==> src/rtl/vpd_pkg.sv <==
`timescale 1ns / 1ps
package vpd_pkg;

   localparam int unsigned VPD_MAX_IMAGE_BYTES = 32768;
   localparam int unsigned VPD_MAX_RESULTS     = 3;

   // input opcodes
   localparam logic OP_BEGIN = 1'b0;
   localparam logic OP_BYTE  = 1'b1;

   // result kinds
   localparam logic [1:0] KIND_BYTE   = 2'd0;
   localparam logic [1:0] KIND_FIELD  = 2'd1;
   localparam logic [1:0] KIND_FINISH = 2'd2;

   // field ids
   localparam logic [1:0] FID_NAME = 2'd0;
   localparam logic [1:0] FID_PN   = 2'd1;
   localparam logic [1:0] FID_SN   = 2'd2;

   // finish reasons
   localparam logic [1:0] FIN_END_TAG    = 2'd0;
   localparam logic [1:0] FIN_CONSUMED   = 2'd1;
   localparam logic [1:0] FIN_SHORT_HDR  = 2'd2;
   localparam logic [1:0] FIN_PAST_IMAGE = 2'd3;

   typedef struct packed {
      logic [1:0]  kind;
      logic [1:0]  field_id;
      logic [7:0]  value_byte;
      logic [15:0] trimmed_length;
      logic [1:0]  finish_status;
      logic        last;
   } rsp_item_type;

   // everything one input item produces
   typedef struct packed {
      logic [1:0]                             count;
      rsp_item_type [VPD_MAX_RESULTS-1:0]     item;
   } step_out_type;

   function automatic rsp_item_type make_item(input logic [1:0]  kind,
                                              input logic [1:0]  fid,
                                              input logic [7:0]  vb,
                                              input logic [15:0] tl,
                                              input logic [1:0]  fs);
      rsp_item_type r;
      r.kind           = kind;
      r.field_id       = fid;
      r.value_byte     = vb;
      r.trimmed_length = tl;
      r.finish_status  = fs;
      r.last           = 1'b0;
      return r;
   endfunction

endpackage

==> src/rtl/vpd_parse.sv <==
`timescale 1ns / 1ps
module vpd_parse
   import vpd_pkg::*;
#(
   parameter int unsigned MAX_IMAGE_BYTES = VPD_MAX_IMAGE_BYTES
) (
   input  logic         clock,
   input  logic         reset,
   input  logic         step_valid,
   input  logic         opcode,
   input  logic [15:0]  image_length,
   input  logic [7:0]   data_byte,
   output step_out_type step_out
);

   localparam logic [16:0] MaxLen     = 17'(MAX_IMAGE_BYTES);
   localparam logic [6:0]  TagIdent   = 7'h02;
   localparam logic [6:0]  TagVpdr    = 7'h10;
   localparam logic [3:0]  SmallEnd   = 4'hf;
   localparam logic [7:0]  CharP      = 8'h50;
   localparam logic [7:0]  CharN      = 8'h4e;
   localparam logic [7:0]  CharS      = 8'h53;
   localparam logic [7:0]  CharSpace  = 8'h20;

   typedef enum logic [3:0] {
      PH_IDLE, PH_TAG, PH_LEN_LO, PH_LEN_HI, PH_IDENT, PH_K0, PH_K1,
      PH_KLEN, PH_KDATA, PH_SKIP, PH_DONE
   } phase_type;

   typedef enum logic [1:0] {RK_OTHER, RK_IDENT, RK_VPDR} rkind_type;

   phase_type   phase_ff, phase_in;
   logic [15:0] consumed_ff, consumed_in;
   logic [15:0] total_ff, total_in;
   logic [7:0]  len_low_ff, len_low_in;
   logic [15:0] res_rem_ff, res_rem_in;
   rkind_type   res_kind_ff, res_kind_in;
   logic [7:0]  kw_first_ff, kw_first_in;
   logic [1:0]  kw_class_ff, kw_class_in;
   logic [7:0]  kw_rem_ff, kw_rem_in;
   logic [15:0] fcount_ff, fcount_in;
   logic [15:0] kept_ff, kept_in;

   // at a keyword boundary inside VPD-R
   function automatic phase_type next_keyword(input logic [15:0] rem);
      phase_type p;
      if (rem == 16'd0) p = PH_TAG;
      else if (rem < 16'd3) p = PH_SKIP;
      else p = PH_K0;
      return p;
   endfunction

   always_comb begin
      logic [1:0]   n;
      rsp_item_type [VPD_MAX_RESULTS-1:0] items;
      logic [7:0]   b;
      logic [15:0]  len;
      logic [16:0]  len17;

      phase_in    = phase_ff;
      consumed_in = consumed_ff;
      total_in    = total_ff;
      len_low_in  = len_low_ff;
      res_rem_in  = res_rem_ff;
      res_kind_in = res_kind_ff;
      kw_first_in = kw_first_ff;
      kw_class_in = kw_class_ff;
      kw_rem_in   = kw_rem_ff;
      fcount_in   = fcount_ff;
      kept_in     = kept_ff;
      n           = 2'd0;
      items       = '0;
      b           = data_byte;
      len         = {b, len_low_ff};
      len17       = {1'b0, image_length};

      if (step_valid && opcode == OP_BEGIN) begin
         // fresh image: per-image state back to zero and the clamped length loaded
         consumed_in = '0;
         len_low_in  = '0;
         res_rem_in  = '0;
         res_kind_in = RK_OTHER;
         kw_first_in = '0;
         kw_class_in = '0;
         kw_rem_in   = '0;
         fcount_in   = '0;
         kept_in     = '0;
         total_in    = (len17 > MaxLen) ? MaxLen[15:0] : image_length;
         phase_in    = PH_TAG;
         if (total_in == 16'd0) begin
            items[n] = make_item(KIND_FINISH, FID_NAME, 8'd0, 16'd0, FIN_CONSUMED);
            n        = n + 2'd1;
            phase_in = PH_DONE;
         end
      end else if (step_valid && phase_ff != PH_IDLE && phase_ff != PH_DONE) begin
         consumed_in = consumed_ff + 16'd1;
         unique case (phase_ff)
            PH_TAG: begin
               if (b[7]) begin
                  if ({1'b0, consumed_ff} + 17'd3 > {1'b0, total_ff}) begin
                     items[n] = make_item(KIND_FINISH, FID_NAME, 8'd0, 16'd0,
                                          FIN_SHORT_HDR);
                     n        = n + 2'd1;
                     phase_in = PH_DONE;
                  end else begin
                     res_kind_in = (b[6:0] == TagIdent) ? RK_IDENT :
                                   (b[6:0] == TagVpdr)  ? RK_VPDR : RK_OTHER;
                     phase_in    = PH_LEN_LO;
                  end
               end else if (b[6:3] == SmallEnd) begin
                  items[n] = make_item(KIND_FINISH, FID_NAME, 8'd0, 16'd0, FIN_END_TAG);
                  n        = n + 2'd1;
                  phase_in = PH_DONE;
               end else begin
                  res_rem_in = {13'd0, b[2:0]};
                  phase_in   = (b[2:0] != 3'd0) ? PH_SKIP : PH_TAG;
               end
            end
            PH_LEN_LO: begin
               len_low_in = b;
               phase_in   = PH_LEN_HI;
            end
            PH_LEN_HI: begin
               if ({1'b0, consumed_in} + {1'b0, len} > {1'b0, total_ff}) begin
                  items[n] = make_item(KIND_FINISH, FID_NAME, 8'd0, 16'd0,
                                       FIN_PAST_IMAGE);
                  n        = n + 2'd1;
                  phase_in = PH_DONE;
               end else begin
                  res_rem_in = len;
                  unique case (res_kind_ff)
                     RK_IDENT: begin
                        fcount_in = '0;
                        kept_in   = '0;
                        if (len == 16'd0) begin
                           items[n] = make_item(KIND_FIELD, FID_NAME, 8'd0, 16'd0,
                                                FIN_END_TAG);
                           n        = n + 2'd1;
                           phase_in = PH_TAG;
                        end else begin
                           phase_in = PH_IDENT;
                        end
                     end
                     RK_VPDR:  phase_in = next_keyword(len);
                     default:  phase_in = (len != 16'd0) ? PH_SKIP : PH_TAG;
                  endcase
               end
            end
            PH_IDENT: begin
               items[n]  = make_item(KIND_BYTE, FID_NAME, b, 16'd0, FIN_END_TAG);
               n         = n + 2'd1;
               fcount_in = fcount_ff + 16'd1;
               if (b != CharSpace && b != 8'd0) kept_in = fcount_in;
               res_rem_in = res_rem_ff - 16'd1;
               if (res_rem_in == 16'd0) begin
                  items[n] = make_item(KIND_FIELD, FID_NAME, 8'd0, kept_in, FIN_END_TAG);
                  n        = n + 2'd1;
                  phase_in = PH_TAG;
               end
            end
            PH_K0: begin
               kw_first_in = b;
               res_rem_in  = res_rem_ff - 16'd1;
               phase_in    = PH_K1;
            end
            PH_K1: begin
               if (kw_first_ff == CharP && b == CharN) kw_class_in = FID_PN;
               else if (kw_first_ff == CharS && b == CharN) kw_class_in = FID_SN;
               else kw_class_in = FID_NAME;   // not of interest
               res_rem_in = res_rem_ff - 16'd1;
               phase_in   = PH_KLEN;
            end
            PH_KLEN: begin
               res_rem_in = res_rem_ff - 16'd1;
               if ({8'd0, b} > res_rem_in) begin
                  // truncated keyword: drop the rest of the block
                  phase_in = (res_rem_in != 16'd0) ? PH_SKIP : PH_TAG;
               end else begin
                  kw_rem_in = b;
                  fcount_in = '0;
                  kept_in   = '0;
                  if (b == 8'd0) begin
                     if (kw_class_ff != FID_NAME) begin
                        items[n] = make_item(KIND_FIELD, kw_class_ff, 8'd0, 16'd0,
                                             FIN_END_TAG);
                        n        = n + 2'd1;
                     end
                     phase_in = next_keyword(res_rem_in);
                  end else begin
                     phase_in = PH_KDATA;
                  end
               end
            end
            PH_KDATA: begin
               res_rem_in = res_rem_ff - 16'd1;
               kw_rem_in  = kw_rem_ff - 8'd1;
               if (kw_class_ff != FID_NAME) begin
                  items[n]  = make_item(KIND_BYTE, kw_class_ff, b, 16'd0, FIN_END_TAG);
                  n         = n + 2'd1;
                  fcount_in = fcount_ff + 16'd1;
                  if (b != CharSpace && b != 8'd0) kept_in = fcount_in;
               end
               if (kw_rem_in == 8'd0) begin
                  if (kw_class_ff != FID_NAME) begin
                     items[n] = make_item(KIND_FIELD, kw_class_ff, 8'd0, kept_in,
                                          FIN_END_TAG);
                     n        = n + 2'd1;
                  end
                  phase_in = next_keyword(res_rem_in);
               end
            end
            default: begin   // PH_SKIP
               if (res_rem_ff != 16'd0) res_rem_in = res_rem_ff - 16'd1;
               if (res_rem_in == 16'd0) phase_in = PH_TAG;
            end
         endcase

         if (phase_in != PH_DONE && consumed_in >= total_ff) begin
            items[n] = make_item(KIND_FINISH, FID_NAME, 8'd0, 16'd0, FIN_CONSUMED);
            n        = n + 2'd1;
            phase_in = PH_DONE;
         end
      end

      unique case (n)
         2'd1:    items[0].last = 1'b1;
         2'd2:    items[1].last = 1'b1;
         2'd3:    items[2].last = 1'b1;
         default: ;
      endcase

      step_out.count = n;
      step_out.item  = items;
   end

   always_ff @(posedge clock) begin
      if (reset) begin
         phase_ff    <= PH_IDLE;
         consumed_ff <= '0;
         total_ff    <= '0;
         len_low_ff  <= '0;
         res_rem_ff  <= '0;
         res_kind_ff <= RK_OTHER;
         kw_first_ff <= '0;
         kw_class_ff <= '0;
         kw_rem_ff   <= '0;
         fcount_ff   <= '0;
         kept_ff     <= '0;
      end else begin
         phase_ff    <= phase_in;
         consumed_ff <= consumed_in;
         total_ff    <= total_in;
         len_low_ff  <= len_low_in;
         res_rem_ff  <= res_rem_in;
         res_kind_ff <= res_kind_in;
         kw_first_ff <= kw_first_in;
         kw_class_ff <= kw_class_in;
         kw_rem_ff   <= kw_rem_in;
         fcount_ff   <= fcount_in;
         kept_ff     <= kept_in;
      end
   end

endmodule

==> src/rtl/vpd_rbuf.sv <==
`timescale 1ns / 1ps
module vpd_rbuf
   import vpd_pkg::*;
(
   input  logic         clock,
   input  logic         reset,
   input  logic         load,
   input  step_out_type load_data,
   output logic         can_load,
   output logic         out_valid,
   input  logic         out_ready,
   output rsp_item_type out_item
);

   // slot 0 is the head; results shift down as they leave
   logic [1:0]   count_ff, count_in;
   rsp_item_type [VPD_MAX_RESULTS-1:0] slot_ff, slot_in;
   logic pop;

   assign out_valid = (count_ff != 2'd0);
   assign out_item  = slot_ff[0];
   assign pop       = out_valid & out_ready;
   assign can_load  = (count_ff == 2'd0) | ((count_ff == 2'd1) & pop);

   always_comb begin
      count_in = count_ff;
      slot_in  = slot_ff;
      if (load) begin
         count_in = load_data.count;
         slot_in  = load_data.item;
      end else if (pop) begin
         count_in   = count_ff - 2'd1;
         slot_in[0] = slot_ff[1];
         slot_in[1] = slot_ff[2];
      end
   end

   always_ff @(posedge clock) begin
      if (reset) begin
         count_ff <= '0;
      end else begin
         count_ff <= count_in;
      end
      slot_ff <= slot_in;
   end

endmodule

==> src/rtl/pci_vpd_field_extractor.sv <==
`timescale 1ns / 1ps
// PCI VPD field extractor.
// req channel: one item per begin (tuser 0, image length) or image byte
// (tuser 1). rsp channel: value bytes, field-complete items carrying the
// trimmed length, and one parse-finished item with the reason; tlast marks
// the final rsp item caused by a req item.
// Path: req register -> parser (state + next-state logic) -> 3-slot result
// buffer -> rsp port. A req item is held in the req register, and its rsp
// items are registered into the result buffer, which drives the rsp port.
// Throughput: one req item per cycle while each item yields at most one
// rsp item and rsp_tready is high. An item that yields k rsp items
// (k up to 3) holds the parser until the buffer is down to its last item,
// as the single rsp port drains the buffer one item per cycle at most.
// Reset (synchronous, active high) empties the req register and the result
// buffer and returns the parser to idle; bytes are ignored until a begin.
// When rsp_tready is low, results hold in the buffer, the parser stalls
// and req_tready drops once the req register is occupied.
module pci_vpd_field_extractor
   import vpd_pkg::*;
#(
   parameter int unsigned MAX_IMAGE_BYTES = VPD_MAX_IMAGE_BYTES
) (
   input  logic        clock,
   input  logic        reset,
   input  logic        req_tvalid,
   output logic        req_tready,
   input  logic [23:0] req_tdata,    // image_length[15:0], data_byte[23:16]
   input  logic        req_tuser,    // opcode
   output logic        rsp_tvalid,
   input  logic        rsp_tready,
   output logic [31:0] rsp_tdata,    // field_id[1:0], value_byte[9:2],
                                     // trimmed_length[25:10],
                                     // finish_status[27:26], zero[31:28]
   output logic [1:0]  rsp_tuser,    // kind
   output logic        rsp_tlast
);

   logic         in_valid_ff, in_valid_in;
   logic         in_op_ff, in_op_in;
   logic [15:0]  in_len_ff, in_len_in;
   logic [7:0]   in_byte_ff, in_byte_in;
   logic         accept;
   logic         process;
   logic         can_load;
   step_out_type step_out;
   rsp_item_type head;

   // the req register advances whenever the parser takes its item
   assign process    = in_valid_ff & can_load;
   assign req_tready = ~in_valid_ff | can_load;
   assign accept     = req_tvalid & req_tready;

   assign in_valid_in = accept | (in_valid_ff & ~process);
   assign in_op_in    = accept ? req_tuser         : in_op_ff;
   assign in_len_in   = accept ? req_tdata[15:0]   : in_len_ff;
   assign in_byte_in  = accept ? req_tdata[23:16]  : in_byte_ff;

   always_ff @(posedge clock) begin
      if (reset) begin
         in_valid_ff <= 1'b0;
      end else begin
         in_valid_ff <= in_valid_in;
      end
      in_op_ff   <= in_op_in;
      in_len_ff  <= in_len_in;
      in_byte_ff <= in_byte_in;
   end

   vpd_parse #(
      .MAX_IMAGE_BYTES(MAX_IMAGE_BYTES)
   ) u_parse (
      .clock        (clock),
      .reset        (reset),
      .step_valid   (process),
      .opcode       (in_op_ff),
      .image_length (in_len_ff),
      .data_byte    (in_byte_ff),
      .step_out     (step_out)
   );

   vpd_rbuf u_rbuf (
      .clock     (clock),
      .reset     (reset),
      .load      (process),
      .load_data (step_out),
      .can_load  (can_load),
      .out_valid (rsp_tvalid),
      .out_ready (rsp_tready),
      .out_item  (head)
   );

   assign rsp_tdata = {4'd0, head.finish_status, head.trimmed_length,
                       head.value_byte, head.field_id};
   assign rsp_tuser = head.kind;
   assign rsp_tlast = head.last;

endmodule
==> config.mk <==
export PLATFORM = sky130hd
export DESIGN_NAME = pci_vpd_field_extractor
export DESIGN_NICKNAME = d
export VERILOG_FILES = /design/src/rtl/vpd_pkg.sv /design/src/rtl/vpd_parse.sv /design/src/rtl/vpd_rbuf.sv /design/src/rtl/pci_vpd_field_extractor.sv
export SDC_FILE = /design/constraint.sdc
export NUM_CORES = 1
export LEC_CHECK = 0
export BUFFER_PORTS_ARGS = -buffer_cell sky130_fd_sc_hd__buf_2
export CORE_MARGIN = 10
export CORE_UTILIZATION = 50
export DETAILED_ROUTE_END_ITERATION = 8
export PLACE_DENSITY = 0.68
export SETUP_SLACK_MARGIN = 0.05
export SLEW_MARGIN = 20
export SYNTH_ARGS = -nofsm -noshare
export SYNTH_HDL_FRONTEND = slang
export SYNTH_SLANG_ARGS = --single-unit
==> constraint.sdc <==
create_clock -name clock -period 5.9 [get_ports clock]
set_clock_uncertainty 0.2 [all_clocks]
set_input_delay 0.885 -clock clock [delete_from_list [all_inputs] [get_ports clock]]
set_output_delay 0.885 -clock clock [all_outputs]
set_load 0.02 [all_outputs]
==> flow_summary.toml, run 1 <==
[drt]
dr_wl_met3_mm = 2.22
ant_nets = 0
vias_per_cell = 6.01
vias = 10400
drt_pass1_iterations = 7
top_layer = "met4"
first_iter_violations = 887
wl_met1_mm = 14.4
met2_length_mm = 15.0
routedWlPerCell_um = 18.8
routed_wl_mm = 32.4
drc = 0

[final_layout]
diodes = 0
fill_cells = 2146
nets = 1509
finalNonFillerCells = 1726
syn2layout_area_growth_pct = 10.4
utilization_pct = 55.9
drive_gt1_share_pct = 15.5

[grt]
grt_first_pass_wirelength_mm = 51.7
first_global_vias = 9873
grt_overflow_total = 0
grt_max_degree = 53
antenna_found_initial = 0
grtUsageTotal_pct = 20.3

[placed_design]
port_buffers = 61
dpl.hpwl_mm = 23.1
gp_congestion = 0.951
dp.cells = 1690

[floorplanning]
start_util_pct = 50.7
rows = 57
fp.coreArea_um2 = 24300
die_height_um = 177
dieWidth_um = 177
io_pins = 66
dieArea_um2 = 31300

[timing]
slew-limit-headroom_pct = 31.4
fin_crit_sh_pct = 96.7
rsz0062_at_grt = "no"
period_needed_ns = 5.71
fmax_mhz = 175
final-hold-violation-count = 0
finalSetupTns_ns = 0
worstMarginPinSlew_ns = 1.02
slew_viol_final = 0
finalSetupViolations = 0

[power_and_ir_drop]
power_per_cell_area_nw_per_um2 = 260
ir_worst_vdd_v = 0.000157
p_leak_nw = 5.34
totalPowerFinal_mw = 3.54

[critical_path]
worstPathRequired_ns = 5.86
arrival_ns = 5.66
cp-start-kind = "register"
end_kind = "register"
cp-startpoint = "u_parse.consumed_ff[1]"
r2r-end = "u_rbuf.out_item[30]"
crit_type = "reg2reg"
reg2reg_from = "u_parse.consumed_ff[1]"
r2r_slack_ns = 0.19
reg2reg_depth = 25
crit_fanout = 11

[min_path]
hold_path_end = "u_parse.total_ff[14]"
whs_path_depth = 2
hp-class = "reg2reg"
min-delay-start = "u_parse.total_ff[14]"

[clock_tree]
clockBufferDepth = 2
cts_tree = "yes"
cts_root_buf = "clkbuf_16"
ctsHoldBuffers = 0
numCtsBuffers = 17
clk_latency_ns = 0.45
htree_levels = 4
clk_pin_slew_worst_paths_ns = 0.08
clock-sinks = 194

[synthesis]
yosysWarnings = 0
postSynthCellCount = 1371
synth_seq_cells = 194
synth_ff_type = "dfxtp_1"
syn_avg_cell_area_um2 = 8.99
synth-edff-count = 79
yosysSeqAreaShare_pct = 37.9
netlist_area_um2 = 12300
synth_cell_types = 90
async_flop_share_pct = 0

[run_status]
run_status = "finished clean"

[run]
cap_violations = 0
==> through the flow <==
step                setup slack [ns]  hold slack [ns]  cell area [um^2]
finish                         0.193            0.253             13600
global route                  0.0196            0.286             13600
CTS                           0.0592            0.256             13500
detailed placement            -0.153            0.248             12800
global placement             0.00470            0.244             12800
floorplan                      0.231            0.232             12300
==> placed cells by master (no fill, tap or decap), drive strengths merged, types with 23 or more instances in the layout <==
| cell | synthesis | final |
|---|---|---|
| nor2 | 134 | 134 |
| dfxtp | 115 | 115 |
| buf | 54 | 115 |
| nand2 | 94 | 94 |
| a21oi | 94 | 94 |
| ha | 90 | 90 |
| edfxtp | 79 | 79 |
| o21ai | 72 | 72 |
| inv | 44 | 52 |
| xnor2 | 44 | 44 |
| xor2 | 32 | 32 |
| nand3 | 32 | 32 |
| nor3 | 30 | 30 |
| nand2b | 30 | 30 |
| a211oi | 28 | 28 |
| nand4 | 26 | 26 |
| and2 | 24 | 24 |
| and3 | 23 | 23 |
==> synth_stat cells (all sizes together), types with 26 or more instances <==
cell type / count / share of area [%]
nand2: 94 / 2.9
xnor2: 44 / 3.1
inv: 44 / 1.3
nand4: 26 / 1.4
dfxtp: 115 / 19
buf: 54 / 3.1
ha: 90 / 9.1
nand3: 32 / 1.3
clkbuf: 66 / 2.0
nand2b: 30 / 1.5
a21oi: 94 / 3.8
xor2: 32 / 2.3
o21ai: 72 / 3.0
nor3: 30 / 1.2
edfxtp: 79 / 19
a211oi: 28 / 2.1
nor2: 134 / 4.1
==> power by group <==
group	total [mW]	internal [mW]	switching [mW]	leakage [nW]
combinational	0.824	0.301	0.523	3.35
clock	1.20	0.608	0.592	0.290
sequential	1.51	1.47	0.0430	1.70
total	3.54	2.38	1.16	5.34
==> routing by layer <==
layer	global-route usage, %	up-vias
li1	-	5004
met1	27.0	4933
met2	33.0	364
met3	3.03	64
met4	7.25	0
met5	0	-
==> final cells by class <==
| cell class | instances | area (um^2) | share of cell area (%) |
|---|---|---|---|
| Multi-Input combinational cell | 1016 | 7040 | 51.8 |
| Tap cell | 324 | 405 | 2.98 |
| Sequential cell | 194 | 4680 | 34.4 |
| Clock buffer | 18 | 429 | 3.15 |
| Clock inverter | 14 | 165 | 1.21 |
| Timing Repair Buffer | 115 | 711 | 5.22 |
| Inverter | 45 | 169 | 1.24 |
==> worst max path at each step <==
stage,cells after the start,endpoint,slack [ns]
6_report,25,u_rbuf.out_item[30],0.19
5_1_grt,24,u_rbuf.slot_ff[45],0.02
4_1_cts,25,u_rbuf.slot_ff[46],0.06
3_5_place_dp,23,u_rbuf.out_item[27],-0.15
3_3_place_gp,21,u_rbuf.out_item[27],0.005
2_1_floorplan,22,u_rbuf.slot_ff[37],0.23
==> worst max-delay path: stages, from the launching register on <==
cell	delay, ns
dfxtp_2	0.39
ha_2	0.22
nand3_1	0.15
buf_4	0.18
xnor2_1	0.24
ha_1	0.32
a21o_1	0.19
a21o_1	0.20
nand4_1	0.12
a31oi_2	0.14
a211o_1	0.28
a21oi_1	0.17
xnor2_1	0.15
ha_1	0.28
nand4_1	0.11
mux2_2	0.34
a41o_2	0.28
a31oi_4	0.24
buf_4	0.17
a311oi_2	0.05
nor2_2	0.18
a31oi_4	0.12
buf_4	0.17
buf_4	0.16
a21boi_0	0.23
o21ai_0	0.13
==> logic make-up (layout without fill, tap and decap cells) <==
kind of cell	after synthesis	in the layout	synth area share, %
AO/OA/AOI/OAI	339	340	19.0
XOR/XNOR	76	76	5.40
adder cells (fa/ha/maj)	92	92	9.38
buffers and inverters	165	192	6.47
flip-flops	194	194	37.9
multiplexers	21	21	1.76
other	1	4	0.0304
AND/OR/NAND/NOR	483	483	20.1
==> what timing repair did <==
action                                  4_1_cts  5_1_grt
setup buffers                                 1        2
endpoints found under the setup margin       38       78
endpoints found under the hold margin         0        0
gates cloned                                  0        1
resized for setup                            10       26
pin swaps                                     3        8
==> sequential cells by signal, summed over array words and instances, names as in the netlist <==
name,count
in_byte_ff,8
in_len_ff,16
in_op_ff,1
in_valid_ff,1
u_parse.consumed_ff,16
u_parse.fcount_ff,16
u_parse.kept_ff,16
u_parse.kw_class_ff,2
u_parse.kw_first_ff,8
u_parse.kw_rem_ff,8
u_parse.len_low_ff,8
u_parse.phase_ff,4
u_parse.res_kind_ff,2
u_parse.res_rem_ff,16
u_parse.total_ff,16
u_rbuf.count_ff,2
u_rbuf.out_item,31
u_rbuf.slot_ff,23
Note: power is estimated with default switching activity, not from simulation.
==> run 2: changes to the inputs <==
CORE_UTILIZATION = 56   (was 50)
PLACE_DENSITY = 0.75   (was 0.68)
==> run 2 against run 1 <==
Compared with the run above:
- global-route usage grew 2.0 points
- via count grew 1.6%
- fmax is essentially flat
- critical path depth is the same
- largest cell class unchanged
- combinational power grew 3.4%
- largest power group unchanged
- flip-flop and latch count is the same
- clock power grew 6%
- cell count shrank 1.9%
- die area shrank 9.5%
- sequential power is essentially flat
==> flow_summary.toml, run 2 (synthesized netlist as in run 1, its figures left out) <==
[critical_path]
end_kind = "register"
worstPathRequired_ns = 6.06
r2r-end = "u_rbuf.count_ff[1]"
cp-startpoint = "u_parse.consumed_ff[1]"
r2r_slack_ns = 0.19
arrival_ns = 5.86
reg2reg_from = "u_parse.consumed_ff[1]"
crit_fanout = 11
reg2reg_depth = 25
crit_type = "reg2reg"
cp-start-kind = "register"

[placed_design]
place_ws_ns = -0.123
dpl_cell_area_um2 = 12800
gp_congestion = 0.962
dpl.hpwl_mm = 23.3
port_buffers = 61

[floorplanning]
io_pins = 66
start_util_pct = 56.7
fp.coreArea_um2 = 21800
dieArea_um2 = 28300
dieWidth_um = 168
rows = 54
die_height_um = 168

[drt]
drc = 0
met2_length_mm = 15.8
vias = 10500
ant_nets = 0
wl_met1_mm = 14.1
routed_wl_mm = 33.1
top_layer = "met5"
dr_wl_met3_mm = 2.43
drt_pass1_iterations = 6
vias_per_cell = 6.22
routedWlPerCell_um = 19.5
first_iter_violations = 990

[min_path]
min-delay-start = "u_parse.total_ff[14]"
hp-class = "reg2reg"
whs_path_depth = 2
hold_path_end = "u_parse.total_ff[14]"

[final_layout]
layout_common_cells = "131 x nor2_1, 112 x dfxtp_1, 93 x nand2_1"
final_common_cell = "nor2_1"
utilization_pct = 63.2
nets = 1521
drive_gt1_share_pct = 16.5
largest_reg_flops = 31
regArea_um2 = 4680
syn2layout_area_growth_pct = 11.6
fin_area_um2 = 13800
multi_input_area_um2 = 7100
fill_cells = 1814
diodes = 0

[timing]
slew_viol_final = 0
rsz0062_at_grt = "yes"
fmax_mhz = 175
worstMarginPinSlew_ns = 1.06
fin_crit_sh_pct = 96.7
hold_ws_ns = 0.255
final-hold-violation-count = 0
finalSetupViolations = 0
period_needed_ns = 5.71
fin_ws_ns = 0.195
slew-limit-headroom_pct = 29.3

[grt]
grtUsageTotal_pct = 22.3
grt_overflow_total = 0
grt_first_pass_wirelength_mm = 52.2
first_global_vias = 10000
antenna_found_initial = 3
grt_max_degree = 53

[clock_tree]
numCtsBuffers = 17
cts_root_buf = "clkbuf_16"
clock-sinks = 194
clk_pin_slew_worst_paths_ns = 0.09
cts_tree = "yes"
clockBufferDepth = 2
clk_latency_ns = 0.45
htree_levels = 4

[power_and_ir_drop]
ir_worst_vdd_v = 0.000205
p_leak_nw = 5.45
power_per_cell_area_nw_per_um2 = 264

[run_status]
run_status = "finished clean"

[run]
cap_violations = 0
==> run 2: final cells by class <==
| class | count | share of cell area (%) |
|---|---|---|
| clock buffers | 17 | 3.09 |
| clock inverters | 15 | 1.65 |
| repair buffers | 127 | 5.82 |
| well taps | 280 | 2.55 |
| inverters | 45 | 1.23 |
| multi-input cells | 1016 | 51.6 |
| flip-flops and latches | 194 | 34.1 |
==> run 2: critical path: stages, from the launching register on <==
cell and delay, ns:
dfxtp_4 0.39, nand4_1 0.13, or2_2 0.37, xnor2_4 0.16, ha_1 0.34, a21oi_2 0.15
o21ai_1 0.08, a21oi_2 0.16, o21ai_1 0.14, a31oi_1 0.28, buf_4 0.16, xnor2_1 0.11
ha_1 0.27, a21oi_1 0.14, o21ai_0 0.09, and4_1 0.22, a2111oi_2 0.32, buf_4 0.21
a41oi_2 0.13, a32oi_1 0.40, nor2_2 0.12, a31oi_4 0.18, buf_4 0.17, buf_4 0.17
mux2_2 0.34, o31ai_1 0.17
==> run 2: worst max-delay path by stage <==
stage / end / slack, ns / depth (start not counted)
after floorplan: u_rbuf.slot_ff[37] / 0.23 / 22
after global placement: u_rbuf.slot_ff[47] / 0.02 / 23
after detailed placement: u_rbuf.count_ff[1] / -0.12 / 24
after CTS: u_rbuf.count_ff[1] / 0.04 / 25
after global routing: u_rbuf.count_ff[1] / 0.03 / 27
final: u_rbuf.count_ff[1] / 0.19 / 25
==> run 2: report_power, final <==
| group | internal [mW] | leakage (nW) | total, mW | switching (mW) |
|---|---|---|---|---|
| combinational | 0.313 | 3.44 | 0.852 | 0.539 |
| sequential | 1.47 | 1.70 | 1.51 | 0.0429 |
| clock | 0.605 | 0.316 | 1.27 | 0.661 |
==> run 2: layer usage <==
| metal | vias to the layer above | global-route usage, % |
|---|---|---|
| met4 | 4 | 5.60 |
| met5 | - | 0 |
| met3 | 63 | 4.40 |
| met1 | 5038 | 29.1 |
| li1 | 5024 | - |
| met2 | 405 | 37.0 |
==> run 2: repair_timing <==
item / 4_1_cts / 5_1_grt
buffers inserted: 1 / 9
pin swaps: 3 / 11
gates cloned: 0 / 1
setup endpoints to repair: 35 / 84
hold buffers: 0 / 0
resized for setup: 8 / 33
==> run 2: through the flow <==
| step | total power [mW] | instances | setup TNS (ns) |
|---|---|---|---|
| floorplan | 2.15 | 1374 | 0 |
| global placement | 2.33 | 1651 | 0 |
| detailed placement | 2.35 | 1651 | -1.51 |
| CTS | 3.61 | 1684 | 0 |
| global route | 3.78 | 1694 | 0 |
| finish | 3.63 | 1694 | 0 |
